$ cat src/rtl/lsr_pkg.sv
package lsr_pkg;

    localparam int unsigned STACK_DEPTH_DEF = 64;
    localparam int unsigned WORD_WIDTH_DEF  = 32;

    // fixed field widths
    localparam int unsigned REQ_W     = 2;
    localparam int unsigned DEPTH_W   = 6;
    localparam int unsigned STATUS_W  = 2;
    localparam int unsigned FILL_W    = 7;

    localparam logic [REQ_W-1:0] REQ_PUSH   = 2'd0;
    localparam logic [REQ_W-1:0] REQ_POP    = 2'd1;
    localparam logic [REQ_W-1:0] REQ_REMOVE = 2'd2;
    localparam logic [REQ_W-1:0] REQ_PEEK   = 2'd3;

    localparam logic [STATUS_W-1:0] STS_OK        = 2'd0;
    localparam logic [STATUS_W-1:0] STS_EMPTY     = 2'd1;
    localparam logic [STATUS_W-1:0] STS_FULL      = 2'd2;
    localparam logic [STATUS_W-1:0] STS_BAD_DEPTH = 2'd3;

    typedef enum logic [1:0] {
        ST_IDLE = 2'b01,
        ST_SCAN = 2'b10
    } t_state;

    // broadcast to every cell of the chain
    typedef struct packed {
        logic               push;        // all cells take the neighbor above
        logic               remove;      // cells at or below depth take the neighbor below
        logic               lane_load;   // copy entries into the read lane
        logic               lane_shift;  // read lane moves one cell toward the top
        logic [DEPTH_W-1:0] depth;
    } t_cell_ctl;

endpackage

$ cat src/rtl/lsr_cell.sv
// One stack slot. Cell IDX holds the entry IDX places below the top.
module lsr_cell #(
    parameter int unsigned WORD_WIDTH = lsr_pkg::WORD_WIDTH_DEF,
    parameter int unsigned IDX        = 0
) (
    input  logic                  i_clk,
    input  lsr_pkg::t_cell_ctl    i_ctl,
    input  logic [WORD_WIDTH-1:0] i_up_entry,
    input  logic [WORD_WIDTH-1:0] i_dn_entry,
    input  logic [WORD_WIDTH-1:0] i_dn_lane,
    output logic [WORD_WIDTH-1:0] o_entry,
    output logic [WORD_WIDTH-1:0] o_lane
);

    logic [WORD_WIDTH-1:0] r_entry;
    logic [WORD_WIDTH-1:0] r_lane;
    logic                  w_at_or_below;

    assign w_at_or_below = (IDX >= int'(i_ctl.depth));

    always_ff @(posedge i_clk) begin
        if (i_ctl.push) begin
            r_entry <= i_up_entry;
        end else if (i_ctl.remove && w_at_or_below) begin
            r_entry <= i_dn_entry;
        end
    end

    always_ff @(posedge i_clk) begin
        if (i_ctl.lane_load) begin
            r_lane <= r_entry;
        end else if (i_ctl.lane_shift) begin
            r_lane <= i_dn_lane;
        end
    end

    assign o_entry = r_entry;
    assign o_lane  = r_lane;

endmodule

$ cat config.mk
export PLATFORM = sky130hd
export DESIGN_NAME = lsr_cell
export DESIGN_NICKNAME = d
export VERILOG_FILES = /design/src/rtl/lsr_pkg.sv /design/src/rtl/lsr_cell.sv
export SDC_FILE = /design/constraint.sdc
export NUM_CORES = 1
export LEC_CHECK = 0
export BUFFER_PORTS_ARGS = -buffer_cell sky130_fd_sc_hd__buf_2
export CAP_MARGIN = 5
export CORE_MARGIN = 2
export CORE_UTILIZATION = 41
export CTS_BUF_LIST = sky130_fd_sc_hd__clkbuf_2 sky130_fd_sc_hd__clkbuf_4 sky130_fd_sc_hd__clkbuf_8
export DETAILED_ROUTE_END_ITERATION = 8
export GPL_ROUTABILITY_DRIVEN = 0
export GPL_TIMING_DRIVEN = 0
export PLACE_DENSITY = 0.78
export SYNTH_ARGS = -nofsm -noshare
export SYNTH_HDL_FRONTEND = slang
export SYNTH_SLANG_ARGS = --single-unit
$ cat constraint.sdc
create_clock -name i_clk -period 1.3 [get_ports i_clk]
set_input_delay 0 -clock i_clk [delete_from_list [all_inputs] [get_ports i_clk]]
set_output_delay 0 -clock i_clk [all_outputs]
set_load 0.01 [all_outputs]
======== Word level (Yosys, flattened, before mapping) ========
Cells that the tools add are included.
Widths: inputs -> output; s select.
cells by class
  order comparisons ....................... 1
  reduce and logical (&&, ||, !) cells .... 3
  multiplexer cells ....................... 4
operators by type and width
  cell                number
  $mux 32             4
  $ge 1x6->1 const A  1
  $reduce_bool 2->1   2
  $logic_and 1x1->1   1
storage, ports and cells
  input bits .............................. 107
  flip-flop bits (word level) ............. 64
  output and inout bits ................... 64
  logic and storage cells ................. 10

======== Longest topological paths before layout ========
Gate-level depths: netlist of run 1.
  depth after elaboration ................. 4
  gate-level depth with buffers ........... 3
  depth with buffers taken out ............ 2

======== Worst setup path before layout of run 1 ========
OpenSTA, ideal clock, no wires.
  kind .................................... input to register
  start point ............................. input i_ctl[3] in the netlist's numbering
  end point ............................... register r_entry[0], in the netlist o_entry[0] (enable)
  setup time .............................. 0.388 ns
  data arrival time ....................... 1.028 ns
  required time ........................... 0.912 ns
  stages on the path ...................... 2
  slack ................................... -0.116 ns
  path buffers ............................ 0
  path through ............................ nor4b_1 > a21o_1
between the ends
  word-level cells in the longest chain between the ends .. 3
RTL lines
  item                         RTL line        RTL
  start: declaration           lsr_cell.sv:7   input lsr_pkg::t_cell_ctl i_ctl,
  $ge 1x6->1                   lsr_cell.sv:19  assign w_at_or_below = (IDX >= int'(i_ctl.depth));
  $logic_and 1x1->1            lsr_cell.sv:24  end else if (i_ctl.remove && w_at_or_below) begin
  $reduce_bool 2->1 (no line)  n/a
  end signal: assignment       lsr_cell.sv:23  r_entry <= i_up_entry;
  end signal: assignment       lsr_cell.sv:25  r_entry <= i_dn_entry;
  end: declaration             lsr_cell.sv:15  logic [WORD_WIDTH-1:0] r_entry;
No other way between the ends.
A chain may end at the register's enable or synchronous reset.

======== Worst setup path after layout of run 1 ========
  start point ............................. input i_ctl[3] in the netlist's numbering
  end point ............................... register r_entry[3], in the netlist o_entry[3] (enable)
Same word-level chain as after synthesis.

==> flow_summary.json, run 1 <==
{
  "drv_cap": 0,
  "hold_viol_final": 0,
  "grt_use_total_pct": 21.76,
  "rrSetupSlack_ps": 340,
  "p_seq_share_pct": 47.9,
  "ir_worst_vdd_uv": 545.5,
  "numClockSinks": 64,
  "fillCellCount": 471,
  "p_int_uw": 4128,
  "viasPerCell": 4.671,
  "cp-end-kind": "flop",
  "status": "complete, no violations",
  "synth_area_um2": 3030,
  "p_per_area_nw_per_um2": 1053,
  "die_w_um": 89.97,
  "first_global_vias": 2640,
  "worst_slew_pin_slew_ps": 774.3,
  "overflow": 0,
  "finalCritPeriodShare_pct": 93.20,
  "fin_nets": 522,
  "setup_violations": 0,
  "worstReg2RegStart": "o_entry[22]$_DFFE_PP_",
  "port_buffers": 168,
  "grt_max_degree": 33,
  "min-delay-start": "i_ctl[9]",
  "most-common-layout-cells": "168 x buf_2, 96 x dlygate4sd3_1, 64 x edfxtp_1",
  "swShare_pct": 23.95,
  "p_leak_uw": 0.002375,
  "start_kind": "input pin",
  "antenna_found_initial": 0,
  "grt_pass1_wl_um": 13320,
  "holdCritPathClass": "in -> reg",
  "final_common_cell": "buf_2",
  "max_stage_delay_ps": 700,
  "setup.worst_path.end": "o_entry[3]$_DFFE_PP_",
  "crit_type": "in -> reg",
  "slew_viol_final": 0,
  "clk_path_buf_depth": 2,
  "synth.distinct_cells": 9,
  "clk_latency_ps": 330,
  "r2r-end": "o_lane[22]$_DFFE_PP_",
  "vias": 2424,
  "cp_slowest_cell": "a21o_2",
  "cts_tree": "yes",
  "root_buffer": "clkbuf_8",
  "core_um2": 7214,
  "synth_nets": 247,
  "drive_gt1_share_pct": 61.43,
  "rsz0062_at_grt": "no",
  "max_freq_mhz": 825.4,
  "diodes": 0,
  "p_clk_share_pct": 30.7,
  "netSwitchingPower_uw": 1300,
  "die_h_um": 89.97,
  "ant_nets": 0,
  "post_synth.cell_area_avg_um2": 21.65,
  "start_util_pct": 42.00,
  "cp.arrival_ps": 1170,
  "routed_wl_um": 8660,
  "combPwrFrac_pct": 21.4,
  "path_clk_slew_ps": 70,
  "ys_seq_area_share_pct": 63.42,
  "htreeDepth": 3,
  "total_power_uw": 5428,
  "post_cts_resized": 0,
  "cts.hold.buffers_added": 96,
  "wl_per_cell_um": 16.69,
  "dieArea_um2": 8095,
  "yosysWarningCount": 0,
  "worstRegToRegCells": 1,
  "numCtsBuffers": 9,
  "period_minus_slack_ps": 1212,
  "drt_iter0_drc": 65,
  "syn_inst": 140,
  "ys_seq_elements": 64,
  "rows": 31,
  "cp-startpoint": "i_ctl[3]",
  "tns_ps": 0,
  "finalClockSkew_ps": 8.519,
  "relSlewSlack_pct": 48.38,
  "crit_fanout": 32,
  "cp_cell_sequence": "buf_2 -> nor4b_1 -> a21o_2",
  "cp.required_ps": 1260,
  "drc": 0,
  "syn_to_final_growth_pct": 70.07,
  "ioPinCount": 171,
  "dr.pass1.iters": 4,
  "post-cts-setup-buffers": 0
}
[routing by layer]
metal	routed length [um]	GRT usage, %
met3	627	6.790
met5	0	0
met4	359	11.67
met2	4559	40.09
met1	3114	21.80
[worst max-delay path, delay by kind of cell]
kind,cells,cell delay (ps)
buffers and inverters,1,100
AOI/OAI and AO/OA,1,700
and+or+nand+nor,1,350
[flip-flops by register name, summed over array words and instances, names as in the netlist]
| name | flops |
|---|---|
| o_entry | 32 |
| o_lane | 32 |
[worst min-delay path by stage]
stage                                       end  slack [ps]  cells after the start
after CTS                 o_entry[30]$_DFFE_PP_          50                      2
after global placement    o_entry[26]$_DFFE_PP_         300                      2
after floorplan            o_entry[0]$_DFFE_PP_         220                      1
after detailed placement    o_lane[2]$_DFFE_PP_         300                      2
final                     o_entry[31]$_DFFE_PP_          70                      2
after global routing      o_entry[30]$_DFFE_PP_          60                      2
[synthesized netlist by cell type, drive strengths merged]
cell / n / area [um^2]
edfxtp: 64 / 1922
mux2: 64 / 938.4
buf: 8 / 142.6
a21o: 1 / 7.510
nor3: 1 / 5.000
nor4b: 1 / 8.760
or2: 1 / 6.260
[area by class of cell]
cell class	count	area (um^2)	share of cell area, %
sequential	64	1922	37.29
timing repair buffer	264	1802	34.96
multi-input combinational	68	967.2	18.77
buffer	8	142.6	2.768
clock buffer	9	123.9	2.404
tap	99	123.9	2.404
clock inverter	7	72.57	1.408
[power by group through the flow]
stage / clock network, uW / registers (uW) / logic, uW
2_1_floorplan: 0 / 2750 / 396
3_3_place_gp: 0 / 2630 / 901
3_5_place_dp: 0 / 2640 / 917
4_1_cts: 1700 / 2600 / 1140
5_1_grt: 1780 / 2630 / 1230
6_report: 1660 / 2600 / 1160
[logic make-up (layout without fill, tap and decap cells)]
| family | Yosys count | in the layout | synth area share [%] |
|---|---|---|---|
| compound gates | 1 | 1 | 0.2478 |
| buf+inv | 8 | 288 | 4.707 |
| flops | 64 | 64 | 63.42 |
| mux | 64 | 64 | 30.97 |
| simple gates | 3 | 3 | 0.6606 |
[metrics by stage]
stage / utilization (%) / std cells / instance area [um^2] / setup WS [ps] / hold slack, ps
finish: 71.44 / 519 / 5154 / 88.41 / 69.30
global placement: 55.39 / 407 / 3996 / -183.9 / 299.8
global route: 71.44 / 519 / 5154 / 4.854 / 56.65
detailed placement: 55.39 / 407 / 3996 / -193.6 / 302.9
CTS: 71.44 / 519 / 5154 / 163.1 / 51.66
floorplan: - / 140 / 3032 / 145.7 / 217.5
Note: power is estimated with default switching activity, not from simulation.
==> run 2, diff against run 1 <==
--- a/config.mk
+++ b/config.mk
@@ -13,7 +13,7 @@
 export DETAILED_ROUTE_END_ITERATION = 8
 export GPL_ROUTABILITY_DRIVEN = 0
 export GPL_TIMING_DRIVEN = 0
-export PLACE_DENSITY = 0.78
+export PLACE_DENSITY = 0.83
 export SYNTH_ARGS = -nofsm -noshare
 export SYNTH_HDL_FRONTEND = slang
 export SYNTH_SLANG_ARGS = --single-unit
==> run 2 against run 1 <==
Flip-flop and latch count unchanged. Sequential share of layout area up 0.34 points. Clock-buffer cell count unchanged. Clock skew shrank 0.53 ps. First-iteration DRC count fell by 7.7%. Sequential power is essentially flat.
==> flow_summary.json, run 2 (synthesis results as in run 1) <==
{
  "status": "complete, no violations",
  "grt_use_total_pct": 20.77,
  "p_int_uw": 3898,
  "rows": 31,
  "numCtsBuffers": 9,
  "cp.required_ps": 1250,
  "min-delay-start": "i_ctl[7]",
  "dieArea_um2": 8095,
  "die_h_um": 89.97,
  "start_kind": "input pin",
  "cts_tree": "yes",
  "vias": 2353,
  "antenna_found_initial": 0,
  "p_per_area_nw_per_um2": 1007,
  "final_util_pct": 70.79,
  "slew_viol_final": 0,
  "total_power_uw": 5146,
  "wl_per_cell_um": 16.49,
  "clk_path_buf_depth": 2,
  "crit_fanout": 32,
  "finalCritPeriodShare_pct": 87.45,
  "worstReg2RegStart": "o_entry[16]$_DFFE_PP_",
  "start_util_pct": 42.00,
  "rsz0062_at_grt": "no",
  "fin_ws_ps": 163.1,
  "htreeDepth": 3,
  "port_buffers": 168,
  "ir_worst_vdd_uv": 521.5,
  "finalClockSkew_ps": 7.986,
  "post-cts-setup-buffers": 0,
  "most-common-layout-cells": "168 x buf_2, 96 x dlygate4sd3_1, 64 x edfxtp_1",
  "p_seq_share_pct": 50.5,
  "worst_slew_pin_slew_ps": 775.4,
  "swShare_pct": 24.24,
  "path_clk_slew_ps": 70,
  "drv_cap": 0,
  "ioPinCount": 171,
  "layout.cells.non_filler": 517,
  "period_minus_slack_ps": 1137,
  "clk_latency_ps": 320,
  "combPwrFrac_pct": 22.5,
  "fillCellCount": 502,
  "drive_gt1_share_pct": 61.00,
  "drc": 0,
  "max_freq_mhz": 879.6,
  "p_leak_uw": 0.002358,
  "hold_viol_final": 0,
  "syn_to_final_growth_pct": 68.54,
  "grt_pass1_wl_um": 12810,
  "cts.hold.buffers_added": 96,
  "die_w_um": 89.97,
  "place_worst_setup_slack_ps": -194.9,
  "routed_wl_um": 8527,
  "post_cts_resized": 0,
  "placed_cells": 407,
  "diodes": 0,
  "regArea_um2": 1922,
  "multi_input_area_um2": 967.2,
  "setup_violations": 0,
  "overflow": 0,
  "cp-startpoint": "i_ctl[3]",
  "tns_ps": 0,
  "fin_nets": 522,
  "cp.arrival_ps": 1080,
  "grt_max_degree": 33,
  "ant_nets": 0,
  "crit_type": "in -> reg",
  "p_clk_share_pct": 26.9,
  "viasPerCell": 4.551,
  "relSlewSlack_pct": 48.31,
  "first_global_vias": 2651,
  "root_buffer": "clkbuf_8",
  "drt_iter0_drc": 60,
  "dr.pass1.iters": 5,
  "final_common_cell": "buf_2",
  "core_um2": 7214,
  "netSwitchingPower_uw": 1247,
  "holdCritPathClass": "in -> reg",
  "cp-end-kind": "flop",
  "dp_hpwl_um": 4838,
  "numClockSinks": 64
}
run 2: per-layer routing:
layer / track usage (%) / vias to the layer above / wire [um]
met4: 11.67 / 0 / 381
met2: 40.78 / 128 / 4881
met5: 0 / - / 0
met1: 18.84 / 1097 / 2816
li1: - / 1095 / -
met3: 5.784 / 33 / 448
run 2: cell type report:
type | instances | share of cell area, %
plain buffers | 8 | 2.793
well taps | 99 | 2.425
clock inverters | 5 | 0.5145
clock buffers | 9 | 2.425
repair buffers | 264 | 35.28
flip-flops and latches | 64 | 37.63
multi-input cells | 68 | 18.94
run 2: metrics by stage:
stage | area [um^2] | hold slack, ps
after CTS | 5107 | 53.87
final | 5107 | 59.48
after global placement | 3996 | 299.9
after floorplan | 3032 | 217.5
after detailed placement | 3996 | 303.0
after global routing | 5107 | 53.43
run 2: worst max-delay path, cell delays in order:
cell,delay [ps]
buf_2,100
nor4b_1,290
a21o_2,690
run 2: worst paths after layout:
kind	to	slack, ps	cells after the start
setup / recovery	o_entry[7]$_DFFE_PP_	160	3
hold reg to reg	o_lane[29]$_DFFE_PP_	570	1
setup reg to reg	o_lane[16]$_DFFE_PP_	350	1
hold / removal	o_lane[1]$_DFFE_PP_	60	2
run 2: power by group through the flow:
| stage | combinational, uW | sequential [uW] | clock, uW |
|---|---|---|---|
| after CTS | 1140 | 2600 | 1400 |
| after global placement | 901 | 2630 | 0 |
| after floorplan | 396 | 2750 | 0 |
| after global routing | 1220 | 2620 | 1490 |
| final | 1160 | 2600 | 1390 |
| after detailed placement | 916 | 2640 | 0 |
==> run 3, diff against run 2 <==
--- a/config.mk
+++ b/config.mk
@@ -13,7 +13,7 @@
 export DETAILED_ROUTE_END_ITERATION = 8
 export GPL_ROUTABILITY_DRIVEN = 0
 export GPL_TIMING_DRIVEN = 0
-export PLACE_DENSITY = 0.83
+export PLACE_DENSITY_LB_ADDON = 0.25
 export SYNTH_ARGS = -nofsm -noshare
 export SYNTH_HDL_FRONTEND = slang
 export SYNTH_SLANG_ARGS = --single-unit
==> run 3 against run 2 <==
Combinational power about the same. Fmax is 19% higher. Flip-flop and latch count did not move. Utilization rose by 0.99 points. Sequential power about the same. Sequential share of layout area shrank 0.52 points. Die area stayed put. Hold slack improved by 7.5 ps.
==> flow_summary.json, run 3 (synthesis results as in run 1) <==
{
  "port_buffers": 168,
  "swShare_pct": 21.86,
  "fin_ws_ps": 341.6,
  "rows": 31,
  "p_per_area_nw_per_um2": 1083,
  "grt_pass1_wl_um": 12520,
  "grt_use_total_pct": 20.01,
  "cp.arrival_ps": 910,
  "cp_slowest_cell": "or2_2",
  "layout.cells.non_filler": 519,
  "root_buffer": "clkbuf_8",
  "max_freq_mhz": 1043,
  "drc": 0,
  "numClockSinks": 64,
  "fin_nets": 522,
  "worst_slew_pin_slew_ps": 751.9,
  "p_seq_share_pct": 46.3,
  "antenna_found_initial": 0,
  "p_int_uw": 4382,
  "most-common-layout-cells": "168 x buf_2, 96 x dlygate4sd3_1, 64 x edfxtp_1",
  "start_kind": "input pin",
  "finalClockSkew_ps": 9.995,
  "total_power_uw": 5608,
  "cp.required_ps": 1250,
  "routed_wl_um": 7977,
  "viasPerCell": 4.443,
  "final_common_cell": "buf_2",
  "cp_cell_sequence": "buf_6 -> buf_12 -> or2_2",
  "clk_path_buf_depth": 2,
  "period_minus_slack_ps": 958.4,
  "syn_to_final_growth_pct": 70.89,
  "diodes": 0,
  "start_util_pct": 42.00,
  "rsz0062_at_grt": "no",
  "max_stage_delay_ps": 620,
  "drive_gt1_share_pct": 61.19,
  "dieArea_um2": 8095,
  "fillCellCount": 471,
  "cts_tree": "yes",
  "vias": 2306,
  "hold_viol_final": 0,
  "overflow": 0,
  "placed_cells": 407,
  "drv_cap": 0,
  "wl_per_cell_um": 15.37,
  "finalCritPeriodShare_pct": 73.73,
  "netSwitchingPower_uw": 1226,
  "p_leak_uw": 0.002393,
  "numCtsBuffers": 9,
  "path_clk_slew_ps": 60,
  "slew_viol_final": 0,
  "crit_fanout": 32,
  "first_global_vias": 2541,
  "setup_violations": 0,
  "crit_type": "in -> reg",
  "cp-end-kind": "flop",
  "ir_worst_vdd_uv": 521.3,
  "place_worst_setup_slack_ps": -206.1,
  "dp_hpwl_um": 4749,
  "die_w_um": 89.97,
  "dr.pass1.iters": 4,
  "p_clk_share_pct": 33.1,
  "relSlewSlack_pct": 49.87,
  "post-cts-setup-buffers": 0,
  "tns_ps": 0,
  "die_h_um": 89.97,
  "ioPinCount": 171,
  "core_um2": 7214,
  "combPwrFrac_pct": 20.6,
  "grt_max_degree": 33,
  "ant_nets": 0,
  "hold_slack_ps": 66.95,
  "drt_iter0_drc": 39,
  "htreeDepth": 3,
  "holdCritPathClass": "in -> reg",
  "clk_latency_ps": 320,
  "status": "complete, no violations"
}
## run 3: cell count changes in the layout (fill, tap and decap cells not counted)
cell        before  now
clkbuf_4         0    3
bufinv_16        0    2
clkinv_2         3    1
clkinvlp_4       1    0
a21o_4           0    1
a21o_2           1    0
## run 3: power groups by stage
stage               Clock, uW  Combinational (uW)  Sequential [uW]
floorplan                   0                 396             2750
global placement            0                 903             2630
detailed placement          0                 917             2650
CTS                      1880                1140             2600
global route             1970                1230             2620
finish                   1860                1150             2600
## run 3: through the flow
step,cell area (um^2),util [%]
finish,5179,71.78
global route,5179,71.78
CTS,5172,71.70
detailed placement,3996,55.39
global placement,3996,55.39
floorplan,3032,-
## run 3: path summary, 6_finish.rpt
path / start / endpoint / slack [ps] / depth (start not counted)
max: i_ctl[7] / o_lane[9]$_DFFE_PP_ / 340 / 3
min reg2reg: o_entry[16]$_DFFE_PP_ / o_lane[16]$_DFFE_PP_ / 570 / 1
min: i_ctl[7] / o_lane[31]$_DFFE_PP_ / 70 / 2
max reg2reg: o_entry[1]$_DFFE_PP_ / o_lane[1]$_DFFE_PP_ / 370 / 1
## run 3: worst max-delay path: cells and delay by family
kind          cells  cell delay [ps]
simple gates      1              620
buf+inv           2              280
## run 3: timing repair
| item | in CTS | in global routing |
|---|---|---|
| hold endpoints to repair | 64 | 0 |
| hold buffers | 96 | 0 |
| endpoints found under the setup margin | 0 | 18 |
| resized for setup | 0 | 1 |
## run 3: final cells by class
type | instances | area [um^2] | area share [%]
flip-flops and latches | 64 | 1922 | 37.11
clock inverters | 4 | 68.82 | 1.329
plain buffers | 8 | 142.6 | 2.754
repair buffers | 264 | 1802 | 34.79
multi-input cells | 68 | 973.4 | 18.80
well taps | 99 | 123.9 | 2.392
clock buffers | 12 | 146.4 | 2.827
## run 3: per-layer routing
layer / wire [um] / vias to the layer above / track usage [%]
met4: 220 / 0 / 10.13
met5: 0 / - / 0
met1: 2984 / 1072 / 21.01
met2: 4270 / 115 / 37.56
met3: 502 / 19 / 4.275
li1: - / 1100 / -
